### config.mk
export PLATFORM = sky130hd
export DESIGN_NAME = mmu_seq
export DESIGN_NICKNAME = d
export VERILOG_FILES = /design/src/rtl/mmu_pkg.sv /design/src/rtl/mmu_seq.sv
export SDC_FILE = /design/constraint.sdc
export NUM_CORES = 1
export LEC_CHECK = 0
export ABC_CLOCK_PERIOD_IN_PS = 2300
export BUFFER_PORTS_ARGS = -buffer_cell sky130_fd_sc_hd__buf_2
export CAP_MARGIN = 20
export CORE_MARGIN = 2
export CORE_UTILIZATION = 47
export CTS_CLUSTER_DIAMETER = 40
export DETAILED_ROUTE_END_ITERATION = 8
export GPL_TIMING_DRIVEN = 1
export PLACE_DENSITY = 0.79
export SLEW_MARGIN = 0
export SYNTH_ARGS = -nofsm -noshare
export SYNTH_HDL_FRONTEND = slang
export SYNTH_SLANG_ARGS = --single-unit
### constraint.sdc
create_clock -name clk -period 2.3 [get_ports clk]
set_input_delay 0.23 -clock clk [delete_from_list [all_inputs] [get_ports clk]]
set_output_delay 0.23 -clock clk [all_outputs]
set_load 0.05 [all_outputs]
### src/rtl/mmu_pkg.sv
// Shared types, constants and helpers for the matrix multiply unit.
`default_nettype none

package mmu_pkg;

	localparam int MAX_DIM = 8;
	localparam int IDX_W   = $clog2(MAX_DIM);
	localparam int DIM_W   = 4;
	localparam int ADDR_W  = 2 * IDX_W;
	localparam int DATA_W  = 32;
	localparam int DEPTH   = MAX_DIM * MAX_DIM;

	localparam logic [1:0] REQ_LOAD_A  = 2'd0;
	localparam logic [1:0] REQ_LOAD_B  = 2'd1;
	localparam logic [1:0] REQ_COMPUTE = 2'd2;

	localparam logic [1:0] CFG_ROWS_A    = 2'd0;
	localparam logic [1:0] CFG_INNER_DIM = 2'd1;
	localparam logic [1:0] CFG_COLS_B    = 2'd2;

	typedef enum logic [1:0] {
		ST_IDLE,
		ST_ISSUE,
		ST_WAIT,
		ST_EMIT
	} seq_state_t;

	typedef struct packed {
		logic              vld;
		logic              first;
		logic              last_k;
		logic [ADDR_W-1:0] a_addr;
		logic [ADDR_W-1:0] b_addr;
	} issue_t;

	typedef struct packed {
		logic             load;
		logic [IDX_W-1:0] row;
		logic [IDX_W-1:0] col;
		logic             last;
	} emit_t;

	function automatic logic [DIM_W-1:0] eff_size(input logic [DIM_W-1:0] r);
		logic [DIM_W-1:0] s;
		if (r == '0)
			s = DIM_W'(1);
		else if (r > DIM_W'(MAX_DIM))
			s = DIM_W'(MAX_DIM);
		else
			s = r;
		return s;
	endfunction

endpackage

`default_nettype wire

### src/rtl/mmu_seq.sv
// Sequencer: walks rows, columns and the inner index of one compute.
`default_nettype none

module mmu_seq import mmu_pkg::*; (
	input  wire logic             clk,
	input  wire logic             arst_n,
	input  wire logic             start,
	input  wire logic [DIM_W-1:0] m,
	input  wire logic [DIM_W-1:0] n,
	input  wire logic [DIM_W-1:0] p,
	input  wire logic             mac_done,
	input  wire logic             out_free,
	output logic                  busy,
	output issue_t                issue,
	output emit_t                 emit
);

	seq_state_t       state_q, state_d;
	logic [IDX_W-1:0] i_q, j_q, k_q;
	logic             k_last, j_last, i_last;

	assign k_last = (DIM_W'({1'b0, k_q}) + DIM_W'(1)) == n;
	assign j_last = (DIM_W'({1'b0, j_q}) + DIM_W'(1)) == p;
	assign i_last = (DIM_W'({1'b0, i_q}) + DIM_W'(1)) == m;

	always_comb begin
		state_d = state_q;
		unique case (state_q)
			ST_IDLE:  if (start) state_d = ST_ISSUE;
			ST_ISSUE: if (k_last) state_d = ST_WAIT;
			ST_WAIT:  if (mac_done) state_d = ST_EMIT;
			ST_EMIT:  if (out_free) state_d = (i_last && j_last) ? ST_IDLE : ST_ISSUE;
			default:  state_d = ST_IDLE;
		endcase
	end

	always_comb begin
		busy        = 1'b1;
		issue.vld   = 1'b0;
		emit.load   = 1'b0;
		unique case (state_q)
			ST_IDLE:  busy = 1'b0;
			ST_ISSUE: issue.vld = 1'b1;
			ST_WAIT:  ;
			ST_EMIT:  emit.load = out_free;
			default:  busy = 1'b0;
		endcase
		issue.first  = (k_q == '0);
		issue.last_k = k_last;
		issue.a_addr = {i_q, k_q};
		issue.b_addr = {k_q, j_q};
		emit.row     = i_q;
		emit.col     = j_q;
		emit.last    = i_last && j_last;
	end

	always_ff @(posedge clk or negedge arst_n) begin
		if (!arst_n) begin
			state_q <= ST_IDLE;
			i_q     <= '0;
			j_q     <= '0;
			k_q     <= '0;
		end else begin
			state_q <= state_d;
			if (state_q == ST_IDLE && start) begin
				i_q <= '0;
				j_q <= '0;
				k_q <= '0;
			end
			if (state_q == ST_ISSUE)
				k_q <= k_last ? '0 : k_q + IDX_W'(1);
			if (state_q == ST_EMIT && out_free) begin
				if (j_last) begin
					j_q <= '0;
					i_q <= i_q + IDX_W'(1);
				end else begin
					j_q <= j_q + IDX_W'(1);
				end
			end
		end
	end

endmodule

`default_nettype wire

-- Yosys cells after proc, flatten, opt, wreduce, memory -nomap -nowiden
Index checks and enable logic that the tools add are counted.
- register bits: 11
- bits of input ports: 17
- output and inout bits: 24
- add/subtract/negate cells: 6
- eq/ne operators: 10
- multiplexer cells: 17
- reductions and logical operators: 8
- operators with widths (operator ; count):
    2-to-1 mux 3 bit ; 8
    adder 3 x 1 -> 4 bit (second input constant) ; 3
    equality test 4 bit ; 3
    adder 3 x 1 -> 3 bit (second input constant) ; 3
    2-to-1 mux 2 bit ; 4
    inequality test 2 bit (second input constant) ; 4
    one-hot mux 2 bit (4 select lines) ; 1
    equality test 2 bit (second input constant) ; 2
    2-to-1 mux 1 bit ; 4
    AND reduction 4 bit ; 1
    nonzero test 2 bit ; 2
    logical AND 1 bit ; 3
    zero test 3 bit ; 1
    equality test 2 x 1 -> 1 bit (second input constant) ; 1
    zero test 2 bit ; 1

-- Longest topological paths before layout
- depth after elaboration: 6
- mapped depth: 7
- mapped depth without buffers: 7

-- Least setup slack after synthesis
No wires, ideal clock.
- path type: register to output
- start point: reg j_q[0]
- end point: out emit[0] (netlist bit)
- data arrival time: 2876 ps
- required time: 2070 ps
- setup slack: -806 ps
- stages on the path, launching flop included: 6
- path buffers: 0
- cell sequence: dfrtp_1 -> ha_1 -> xor2_1 -> a211o_1 -> or2_2 -> nor3_1
- RTL lines (item ; RTL line ; text):
    start, declared ; mmu_seq.sv:19 ; logic [IDX_W-1:0] i_q, j_q, k_q;
    start signal, assigned ; mmu_seq.sv:77 ; j_q <= j_q + IDX_W'(1);
    end, declared ; mmu_seq.sv:15 ; output emit_t emit

==> reports/results.tsv <==
metric	value	unit
Int Power	0.0007224	W
post-synth net total	134	
DR iter-0 viols	21	
vias in the first global route	876	
Hold Slack	337.3	ps
Placed Instances	164	
Via density	5.246	
Avg WL per Cell	12.82	um
CP Launch Type	register	
clk slew on worst S/H paths	80	ps
WS Path Type	register to output pin	
# clock sinks	11	
row count	16	
worst clock skew	10.34	ps
maximum VDD drop	0.8623	mV
switching pwr	0.001038	W
CP Cell Sequence	ha_4 > xor2_1 > a211o_1 > or2_4 > nor3_4 > buf_6	
Routed WL	2193	um
ANT cells	0	
Gate power share	0.713	
max-slew violation count	0	
post-synthesis compound-gate area fraction	0.1834	
Die Ht	48.92	um
Buffers on Ports	40	
routed wire length on met3	124	um
final std cells w/o fill	171	
count leader, synth	inv_1	
wire length on met2	1153	um
GP Congestion	0.7901	
Highest Signal Layer	met4	
htree depth	1	
Multi-input gate area	575.6	um2
arrival time at the worst endpoint	1970	ps
fmax	455.0	MHz
Starting Density	0.4884	
most common flop cell mapped by yosys	dfrtp_1	
fill count	193	
Root Driver	clkbuf_4	
Distinct cells, synth	35	
ranking of synthesized cells by area	dfrtp_1 (29%), ha_1 (12%), buf_4 (7.9%), xor2_1 (5.5%), inv_1 (4.7%)	
DRC Markers	0	
Worst slew margin	0.7189	
Chip Width	48.92	um
first-pass GRT wire length	3746	um
Yosys warning total	0	
share of cells above drive strength 1	0.3958	
met1 WL	887	um
slowest CP cell	dfrtp_2	
XOR/XNOR Fraction of Synth Area	0.09235	
sequential power share	0.208	
CTS buffer count	3	
Worst Tran Pin Value	417.2	ps
FF+latch area	279.0	um2
Post-DP HPWL	1694	um
synthesis-stage register bit count	11	
Die ar.	0.002393	mm2
crit end category	output pin	
sequential area share after synthesis	0.2902	
simple-gate share of the synthesized area	0.1464	
Max stage delay on crit path	440	ps
Worst EP required	2070	ps
GRT Residual Overflow	0	
Synth top cells by count	inv_1 (12), dfrtp_1 (11), buf_4 (10)	
pin count of the biggest net entering global routing	12	
CTS tree	done	
Area Growth Syn to Fin	26.65	%
hold crit path type	primary input to register	
largest family of logic cells by synthesized area	compound AO/OA/AOI/OAI gates	
switch share	0.5897	
clock group share of total power	0.079	
synthesized area	948.4	um2
Synth area leader	dfrtp_1	
core area	0.001942	mm2
Clock Path Buffers	2	
# IOs	41	
GRT Overall Usage	0.1991	
max capacitance violation total	0	
Avg Inst Size Synth	8.782	um2
TritonRoute pass-1 iters	6	
internal reg-to-reg setup slack	260	ps
post-synth top area share	0.2902	
Async SR Flop Fraction	1.000	
Leak	0.6839	nW
Util after Layout	0.6186	
Post-Synth Adder-Cell Area	0.1187	
synthesized netlist cell count	108	
clk_lat worst skew	280	ps
fin crit share	0.9555	
final hold violation count	0	
final setup vio count	0	
post-synthesis mux area share	0.03298	
Tmin final	2198	ps
number of flops mapped to enable cells by yosys	0	
status	finished clean	
initial antenna violation count	0	
PwrDens	1466	mW/mm2
fin nets	171	
Antenna Violating Nets Remaining	0	
Via Count	897	
Critical Path Fanout Max	3	
per-stage QoR:
| step | setup WS, ps | setup TNS [ps] | power, W | instance area [um2] |
|---|---|---|---|---|
| floorplan | 39.85 | 0 | 0.001389 | 974.7 |
| global placement | 201.6 | 0 | 0.001542 | 1132 |
| detailed placement | 169.8 | 0 | 0.001587 | 1132 |
| CTS | 0.007550 | 0 | 0.001745 | 1182 |
| global route | -15.59 | -15.59 | 0.001885 | 1201 |
| finish | 102.3 | 0 | 0.001761 | 1201 |
registers in the layout, indices dropped and copies added (netlist names):
| register | count |
|---|---|
| i_q | 3 |
| j_q | 3 |
| k_q | 3 |
| state_q | 2 |
layout make-up:
type,instances,area share
multi-input combinational,73,0.4792
clock buffer,4,0.02188
sequential,11,0.2323
inverter,12,0.03750
timing repair buffer,44,0.2010
tap,27,0.02813
kinds of logic (layout without fill, tap and decap cells):
logic type	after synthesis	count (layout)
mux	3	3
simple gates	27	27
buf+inv	24	60
flops	11	11
fa+ha+maj	9	9
xor+xnor	10	10
compound gates	24	24
path summary, 6_finish.rpt:
kind                            startpoint      end  cells after the start
worst max-delay path                j_q[0]  emit[0]                      6
worst min-delay path              out_free   j_q[0]                      4
worst max register to register      j_q[0]   i_q[2]                      6
worst min register to register      j_q[2]   j_q[2]                      1
max in group asynchronous           arst_n   k_q[0]                      2
min in group asynchronous           arst_n   k_q[2]                      2
timing repair:
| item | in CTS | in global routing |
|---|---|---|
| hold endpoints to repair | 11 | 0 |
| setup endpoints to repair | 1 | 2 |
| setup buffers | 1 | 1 |
| hold buffers | 1 | 0 |
| pin swaps | 0 | 1 |
| gates cloned | 0 | 0 |
| resized for setup | 2 | 4 |
layer usage:
layer,track usage,up-vias
li1,-,436
met1,0.2229,415
met2,0.3744,41
met3,0.03067,5
met4,0.07619,0
met5,0,-
cells in the final DEF (no fill, tap or decap), types with 3 or more instances in the layout:
master,count
a21o_1,3
a31oi_1,3
buf_2,38
buf_4,3
clkbuf_4,4
dfrtp_1,8
dfrtp_2,3
ha_1,8
inv_1,12
nand2_1,7
nand3_1,3
nor2_1,4
o21ai_0,5
xnor2_1,4
xor2_1,6
power by group through the flow:
stage                     Clock [W]  Combinational, W  Sequential, W
after floorplan                   0          0.000860       0.000529
after global placement            0           0.00117       0.000370
after detailed placement          0           0.00121       0.000380
after CTS                  0.000140           0.00124       0.000366
after global routing       0.000154           0.00135       0.000381
final                      0.000139           0.00126       0.000366
critical path: cells and delay by family, from the launching register on:
kind / cells / cell delay, ps
AO/OA/AOI/OAI: 1 / 250
flip-flops: 1 / 440
AND/OR/NAND/NOR: 2 / 410
XOR/XNOR: 1 / 160
adder cells (fa/ha/maj): 1 / 250
buffers and inverters: 1 / 180
No activity file was read; power rests on OpenSTA's default activity.
