--- src/rtl/mmu_pkg.sv ---
// Shared types, constants and helpers for the matrix multiply unit.
`default_nettype none

package mmu_pkg;

	localparam int MAX_DIM = 8;
	localparam int IDX_W   = $clog2(MAX_DIM);
	localparam int DIM_W   = 4;
	localparam int ADDR_W  = 2 * IDX_W;
	localparam int DATA_W  = 32;
	localparam int DEPTH   = MAX_DIM * MAX_DIM;

	localparam logic [1:0] REQ_LOAD_A  = 2'd0;
	localparam logic [1:0] REQ_LOAD_B  = 2'd1;
	localparam logic [1:0] REQ_COMPUTE = 2'd2;

	localparam logic [1:0] CFG_ROWS_A    = 2'd0;
	localparam logic [1:0] CFG_INNER_DIM = 2'd1;
	localparam logic [1:0] CFG_COLS_B    = 2'd2;

	typedef enum logic [1:0] {
		ST_IDLE,
		ST_ISSUE,
		ST_WAIT,
		ST_EMIT
	} seq_state_t;

	typedef struct packed {
		logic              vld;
		logic              first;
		logic              last_k;
		logic [ADDR_W-1:0] a_addr;
		logic [ADDR_W-1:0] b_addr;
	} issue_t;

	typedef struct packed {
		logic             load;
		logic [IDX_W-1:0] row;
		logic [IDX_W-1:0] col;
		logic             last;
	} emit_t;

	function automatic logic [DIM_W-1:0] eff_size(input logic [DIM_W-1:0] r);
		logic [DIM_W-1:0] s;
		if (r == '0)
			s = DIM_W'(1);
		else if (r > DIM_W'(MAX_DIM))
			s = DIM_W'(MAX_DIM);
		else
			s = r;
		return s;
	endfunction

endpackage

`default_nettype wire

--- src/rtl/mmu_mac.sv ---
// Shared multiply-accumulate unit: multiply stage, then accumulate stage.
`default_nettype none

module mmu_mac import mmu_pkg::*; (
	input  wire logic              clk,
	input  wire logic              arst_n,
	input  wire logic              vld,
	input  wire logic              first,
	input  wire logic              last_k,
	input  wire logic [DATA_W-1:0] a_rd_s1,
	input  wire logic [DATA_W-1:0] b_rd_s1,
	output logic      [DATA_W-1:0] acc_q,
	output logic                   done_q
);

	logic              vld_s1, first_s1, last_s1;
	logic              vld_s2, first_s2, last_s2;
	logic [DATA_W-1:0] prod_s2;

	always_ff @(posedge clk or negedge arst_n) begin
		if (!arst_n) begin
			vld_s1 <= 1'b0;
			vld_s2 <= 1'b0;
			done_q <= 1'b0;
		end else begin
			vld_s1 <= vld;
			vld_s2 <= vld_s1;
			done_q <= vld_s2 && last_s2;
		end
	end

	always_ff @(posedge clk) begin
		first_s1 <= first;
		last_s1  <= last_k;
		first_s2 <= first_s1;
		last_s2  <= last_s1;
		prod_s2  <= DATA_W'(a_rd_s1 * b_rd_s1);
		if (vld_s2)
			acc_q <= first_s2 ? prod_s2 : acc_q + prod_s2;
	end

endmodule

`default_nettype wire

--- config.mk ---
export PLATFORM = sky130hd
export DESIGN_NAME = mmu_mac
export DESIGN_NICKNAME = d
export VERILOG_FILES = /design/src/rtl/mmu_pkg.sv /design/src/rtl/mmu_mac.sv
export SDC_FILE = /design/constraint.sdc
export NUM_CORES = 1
export LEC_CHECK = 0
export ABC_CLOCK_PERIOD_IN_PS = 2500
export BUFFER_PORTS_ARGS = -buffer_cell sky130_fd_sc_hd__buf_4
export CAP_MARGIN = 20
export CORE_ASPECT_RATIO = 1.75
export CORE_MARGIN = 3
export CORE_UTILIZATION = 55
export CTS_CLUSTER_SIZE = 28
export DETAILED_ROUTE_END_ITERATION = 6
export PLACE_DENSITY = 0.76
export SKIP_CTS_REPAIR_TIMING = 1
export SLEW_MARGIN = 20
export SYNTH_ARGS = -nofsm -noshare
export SYNTH_HDL_FRONTEND = slang
export SYNTH_SLANG_ARGS = --single-unit
export TNS_END_PERCENT = 50
--- constraint.sdc ---
create_clock -name clk -period 2.5 [get_ports clk]
set_input_delay 0.625 -clock clk [delete_from_list [all_inputs] [get_ports clk]]
set_output_delay 0.625 -clock clk [all_outputs]
set_load 0.02 [all_outputs]
# --- Word-level counts from Yosys, hierarchy flattened ---
# Cells that the tools add are included.
totals:
  ff_bits: 71
  inputBits: 69
  output_inout_bits: 33
  word_cells: 13
classes:
  n_addsub: 1
  mul: 1
  muxes: 1
  n_reduce_logical: 1
ops:
  columns: ["operator", "count"]
  rows:
  - ["$add A32 B32 Y32", 1]
  - ["$mul A32 B32 Y32", 1]
  - ["$mux W32", 1]
  - ["$logic_and A1 B1 Y1", 1]

# --- Logic depth before layout (Yosys ltp) ---
# Gate-level depths: netlist of run 1.
logic_depth:
  word_depth: 2
  ltp_mapped: 28
  ltp_nobuf: 26

# --- Least setup slack after synthesis of run 1 ---
# No wires, ideal clock.
synth_path:
  path_kind: "input-to-reg"
  from: "in b_rd_s1[2]"
  to: "reg prod_s2[31]"
  setup_ns: 0.121
  arrival_ns: 6.909
  required_ns: 2.379
  path_slack_ns: -4.530
  path_stages: 24
  path_buffers: 2
  path_cell_list: "clkbuf_1 > clkbuf_1 > and2_1 > fa_1 > inv_1 > fa_1 > fa_1 > fa_1 > inv_1 > fa_1 > inv_1 > fa_1 > inv_1 > fa_1 > fa_1 > ha_1 > and4_1 > and3_1 > a211o_1 > o31a_1 > nand4_1 > o21ai_1 > o22ai_1 > xnor2_1"
synth_via:
  elab_chain_cells: 1
synth_lines:
  columns: ["item", "line_no", "source"]
  rows:
  - ["start: declaration", "mmu_mac.sv:11", "input wire logic [DATA_W-1:0] b_rd_s1,"]
  - ["$mul A32 B32 Y32", "mmu_mac.sv:37", "prod_s2 <= DATA_W'(a_rd_s1 * b_rd_s1);"]
  - ["end signal: assignment", "mmu_mac.sv:37", null]
  - ["end: declaration", "mmu_mac.sv:18", "logic [DATA_W-1:0] prod_s2;"]
# Every way passes these cells.
# A chain may end at the register's enable or synchronous reset.

# --- Worst setup path in the final report of run 1 ---
layout_path:
  from: "in b_rd_s1[7]"
  to: "reg prod_s2[31]"
# The elaborated chain is that of the path after synthesis.

==> results of run 1 <==
-- critical path, stage by stage --
cell      delay [ns]
buf_6           0.15
buf_4           0.21
and2_1          0.17
fa_1            0.45
fa_1            0.50
fa_1            0.52
inv_1           0.05
fa_1            0.47
inv_1           0.06
fa_1            0.48
fa_1            0.57
fa_1            0.46
fa_1            0.53
ha_4            0.33
a21o_1          0.11
a21o_1          0.13
a21o_1          0.19
o21ai_1         0.10
nand2b_1        0.09
o31a_1          0.30
nand4_1         0.17
o21ai_2         0.12
o22ai_2         0.10
xnor2_1         0.13
-- metal layers --
layer / global-route usage, % / up-vias / share of wire [%]
li1: - / 6996 / -
met1: 30.2 / 8164 / 30
met2: 63.3 / 746 / 54
met3: 3.22 / 358 / 4.6
met4: 31.6 / 0 / 12
met5: 0 / - / 0
-- registers in the layout, summed over array words and instances (netlist names) --
register and count:
vld_s2 1, first_s2 1, done_q 1, prod_s2 32
vld_s1 1, last_s1 1, last_s2 1, first_s1 1
acc_q 32
-- cells in the final DEF (no fill, tap or decap), types with 33 or more instances in the layout --
| master | instances |
|---|---|
| fa_1 | 393 |
| inv_1 | 390 |
| buf_4 | 387 |
| nand2_1 | 308 |
| and2_1 | 258 |
| ha_1 | 104 |
| xnor2_1 | 76 |
| ha_4 | 48 |
| dfxtp_1 | 35 |
| buf_6 | 33 |
-- final cells by class --
| class | count | area, sq um |
|---|---|---|
| Inverter | 406 | 1520 |
| Sequential cell | 71 | 1760 |
| Tap cell | 460 | 576 |
| Multi-Input combinational cell | 1518 | 16600 |
| Clock inverter | 6 | 66.3 |
| Fill cell | 2557 | 9880 |
| Timing Repair Buffer | 449 | 3820 |
| Clock buffer | 10 | 239 |
-- metrics by stage --
stage	TNS, ns	hold WS [ns]	setup WS [ns]	cell area [sq um]	utilization, %
finish	-95.12	0.0469	-4.31	24600	71.3
global route	-100.73	0.0450	-4.48	24600	71.3
CTS	-101.37	0.0414	-4.53	23200	67.5
detailed placement	-111.17	0.312	-4.86	22900	66.6
global placement	-107.84	0.311	-4.83	22900	66.6
floorplan	-93.25	0.310	-4.17	19400	-
-- final timing paths --
path / slack (ns) / cells past startpoint / startpoint / to
max: -4.31 / 24 / b_rd_s1[7] / prod_s2[31]
min: 0.05 / 1 / arst_n / vld_s2
max reg2reg: -0.51 / 9 / acc_q[6] / acc_q[14]
min reg2reg: 0.33 / 0 / last_s1 / last_s2
max in group asynchronous: 2.36 / 1 / arst_n / done_q
min in group clk: 0.33 / 0 / last_s1 / last_s2
-- kinds of logic after synthesis --
logic type | Yosys count | share of synthesized area, %
muxes | 4 | 0.228
and+or+nand+nor | 666 | 17.2
DFF | 71 | 9.14
adders and majority gates | 563 | 52.6
xor gates and xnor gates | 110 | 5.01
AOI/OAI and AO/OA | 175 | 6.01
buffers and inverters | 500 | 9.80
==> results.toml, run 1 <==
[outcome]
outcome = "finished with violations"
failed_checks = "setup timing"

[floorplan]
fp.coreArea_sq_um = 34500
die_area_sq_um = 37300
std_cell_rows = 90
fp.dieH_um = 253
die-width_um = 147
pin_count = 102
initial_utilization_pct = 55.8

[timing]
setup_violations = 45
finalCritPeriodShare_pct = 272
achievable-frequency_ghz = 0.147
timing_worst_slew_pin_value_ns = 0.587
final_hold_viol_count = 0
final_max_slew_viol_count = 0
maxSlewHeadroom_pct = 60.9
layout_setup_ws_ns = -4.31
grt_setup_unrepaired = "true"
fin_worst_skew_ns = 0.00460
finalWorstPathRequiredPeriod_ns = 6.81

[cts]
total_cts_buffers = 9
cts_buffer_depth = 2
htreeDepth = 3
clkLatencyLatePin_ns = 0.35
cts_root_buf = "clkbuf_16"
clk_transition_reported_paths_ns = 0.06
cts_tree = "built"
cts.sinks = 71

[yosys]
synth-edff-count = 32
postSynthRegisterBits = 71
synth_cell_types = 60
cell_area_after_technology_mapping_sq_um = 19200
synth.avg_cell_area_sq_um = 9.20
post-synth-top-count-cell = "fa_1"
synth-warning-count = 0
ffs_w_async_s_r_synth_pct = 4.23
netlist_instances = 2089
yosys-top-cells-area = "fa_1 43%, ha_1 10%, and2_1 8.9%"
seq_area_frac_synth_pct = 9.14
synthesis.nets = 2721
yosys.area.top_type = "fa_1"
yosysTopAreaCellShare_pct = 42.6
synth-main-ff-cell = "dfxtp_1"
synth_commonest_cells = "409 x fa_1, 406 x inv_1, 312 x nand2_1, 274 x and2_1, 154 x ha_1"

[placement]
finalWeightedCongestion = 1.03
cell_count_after_placement = 2889
post-dp-hpwl_um = 52800
portbufs = 101

[setup_path]
start_kind = "primary input"
critical_path_peak_fanout = 11
worst-endpoint-required_ns = 2.74
critPathCaptureType = "register"
critical_path_class = "in -> reg"
crit_arrival_ns = 7.04

[route]
num_vias = 16300
routed_wirelength_um = 64600
avgRoutedWirePerCell_um = 22.1
route.detailed.drc = 0
firstDrtPassIters = 5
drt-initial-drc-count = 834
route.detailed.vias_per_inst = 5.57
drt.antenna.violating_nets = 0

[cells_and_area]
antennaDiodeCount = 0
syn_to_final_growth_pct = 27.8
instances_no_fill = 2920
post_route_cells_drive_above_1_share_pct = 25.9
nNetsFinal = 3087

[worst_hold_path]
min-delay-path-class = "in -> async"

[global_route]
grt_first_pass_wirelength_um = 94200
grt_start_max_net_pins = 34
final_global_route_overflow_total = 0
all_layer_global_routing_usage_pct = 33.4
grt_pass1_vias = 18100
antenna_found_initial = 0

[job]
timing.max_cap.violations = 0
Power of run 1 is left out: the tool's default activity adds up to more than one toggle a clock period on the data nets, which glitch-free logic cannot reach.
==> run 2, diff against run 1 <==
ABC_AREA = 1   (was default)
CORE_MARGIN = default   (was 3)
==> results.toml, run 2 <==
[yosys]
cell_area_after_technology_mapping_sq_um = 20900
seq_area_frac_synth_pct = 8.40
yosys-top-cells-area = "fa_1 39%, nand2_1 15%, inv_1 14%"
synth-main-ff-cell = "dfxtp_1"
post-synth-top-count-cell = "nand2_1"
synth.avg_cell_area_sq_um = 7.53
synth-warning-count = 0
synth-edff-count = 32
netlist_instances = 2779
synth_commonest_cells = "839 x nand2_1, 777 x inv_1, 409 x fa_1, 154 x ha_1, 88 x nand3_1"
synthesis.nets = 3411
synth_cell_types = 55
yosysTopAreaCellShare_pct = 39.1
postSynthRegisterBits = 71
ffs_w_async_s_r_synth_pct = 4.23
yosys.area.top_type = "fa_1"

[cts]
htreeDepth = 3
clk_transition_reported_paths_ns = 0.08
cts_tree = "built"
clkLatencyLatePin_ns = 0.38
total_cts_buffers = 9
cts.sinks = 71
cts_root_buf = "clkbuf_16"
cts_buffer_depth = 2

[outcome]
failed_checks = "setup timing"
outcome = "finished with violations"

[route]
num_vias = 19500
route.detailed.drc = 0
route.detailed.vias_per_inst = 5.42
firstDrtPassIters = 6
drt-initial-drc-count = 1006
routed_wirelength_um = 72000
drt.antenna.violating_nets = 0
avgRoutedWirePerCell_um = 20.0

[timing]
fin_worst_skew_ns = 0.0218
finalWorstPathRequiredPeriod_ns = 6.61
holdWs_ns = 0.0325
final_hold_viol_count = 0
setup_violations = 32
maxSlewHeadroom_pct = 64.5
achievable-frequency_ghz = 0.151
final_max_slew_viol_count = 0
finalCritPeriodShare_pct = 264
grt_setup_unrepaired = "true"
layout_setup_ws_ns = -4.11
timing_worst_slew_pin_value_ns = 0.533

[cells_and_area]
reg.largest.list = "acc_q: 32 flops, prod_s2: 32 flops"
antennaDiodeCount = 0
final_util_pct = 70.7
layout.filler_cells = 2901
regArea_sq_um = 1760
multiInputGateArea_sq_um = 17100
syn_to_final_growth_pct = 26.8
nNetsFinal = 3738
layout.cells.most_common = "nand2_1"
post_route_cells_drive_above_1_share_pct = 23.3
layout.cells.most_common_list = "789 x nand2_1, 742 x inv_1, 373 x fa_1, 347 x buf_4, 100 x ha_1"

[global_route]
grt_first_pass_wirelength_um = 105000
all_layer_global_routing_usage_pct = 36.7
final_global_route_overflow_total = 0
grt_pass1_vias = 21100
antenna_found_initial = 0
grt_start_max_net_pins = 41

[setup_path]
critPathCaptureType = "register"
critical_path_peak_fanout = 8
worst_path_max_delay_cell = "fa_2"
worst-r2r-setup-slack_ns = -0.21
crit_arrival_ns = 6.89
start_kind = "primary input"
critical_path.most_common_cell = "fa_1"
worst-endpoint-required_ns = 2.78
crit_path_max_incr_delay_ns = 0.62
critical_path_class = "in -> reg"

[floorplan]
die-width_um = 149
pin_count = 102
fp.coreArea_sq_um = 37500
std_cell_rows = 94
fp.dieH_um = 260
initial_utilization_pct = 55.7
die_area_sq_um = 38800

[job]
timing.max_cap.violations = 0

[placement]
place_worst_setup_slack_ns = -4.86
post-dp-hpwl_um = 57800
finalWeightedCongestion = 0.973
portbufs = 101

[worst_hold_path]
min-delay-path-class = "in -> async"
## run 2: cell types whose count changed after synthesis, moves of 11 or more
cell,change
nand2_1,+527
inv_1,+371
and2_1,-274
nand3_1,+80
xnor2_1,-69
nor2_1,+34
clkbuf_1,-20
a21o_1,-18
buf_2,+16
a21oi_1,+15
nand4_1,+15
o21a_1,-13
buf_1,+11
## run 2: routing by layer
metal / GRT usage [%] / routed length, um / vias up
met5: 0 / 0 / -
met4: 39.1 / 9280 / 0
met3: 4.53 / 3640 / 433
met2: 69.0 / 38400 / 880
met1: 31.0 / 20600 / 9454
li1: - / - / 8689
## run 2: cell families (layout without fill, tap and decap cells)
| kind of cell | count (synthesis) | count (layout) | share of synthesized area (%) |
|---|---|---|---|
| simple gates | 1047 | 1047 | 20.2 |
| compound gates | 159 | 159 | 4.91 |
| xor+xnor | 39 | 39 | 1.63 |
| flops | 71 | 71 | 8.40 |
| fa+ha+maj | 563 | 563 | 48.4 |
| buf+inv | 900 | 1232 | 16.5 |
## run 2: cell type report
type	count	area share, %
Inverter	788	11.2
Clock inverter	7	0.212
Timing Repair Buffer	428	14.5
Clock buffer	9	0.849
Sequential cell	71	6.63
Tap cell	480	2.27
Multi-Input combinational cell	1808	64.4
## run 2: path summary, 6_finish.rpt
kind,from,to,depth (start not counted)
worst min-delay path,arst_n,vld_s2,1
min in group clk,first_s1,first_s2,0
max in group asynchronous,arst_n,vld_s1,1
worst max register to register,acc_q[0],acc_q[26],15
worst max-delay path,a_rd_s1[23],prod_s2[31],25
worst min register to register,first_s1,first_s2,0
## run 2: through the flow
step / instances / area (sq um) / TNS [ns]
2_1_floorplan: 2779 / 21600 / -85.83
3_3_place_gp: 3551 / 24500 / -99.40
3_5_place_dp: 3551 / 24500 / -101.51
4_1_cts: 3567 / 24800 / -90.40
5_1_grt: 3591 / 26500 / -92.05
6_report: 3591 / 26500 / -88.08
## run 2: worst max-delay path: cells and delay by family
kind,cells,cell delay (ns)
compound gates,3,0.76
fa+ha+maj,9,4.44
buf+inv,9,0.65
simple gates,4,0.44
Power of run 2 is left out for the same reason.
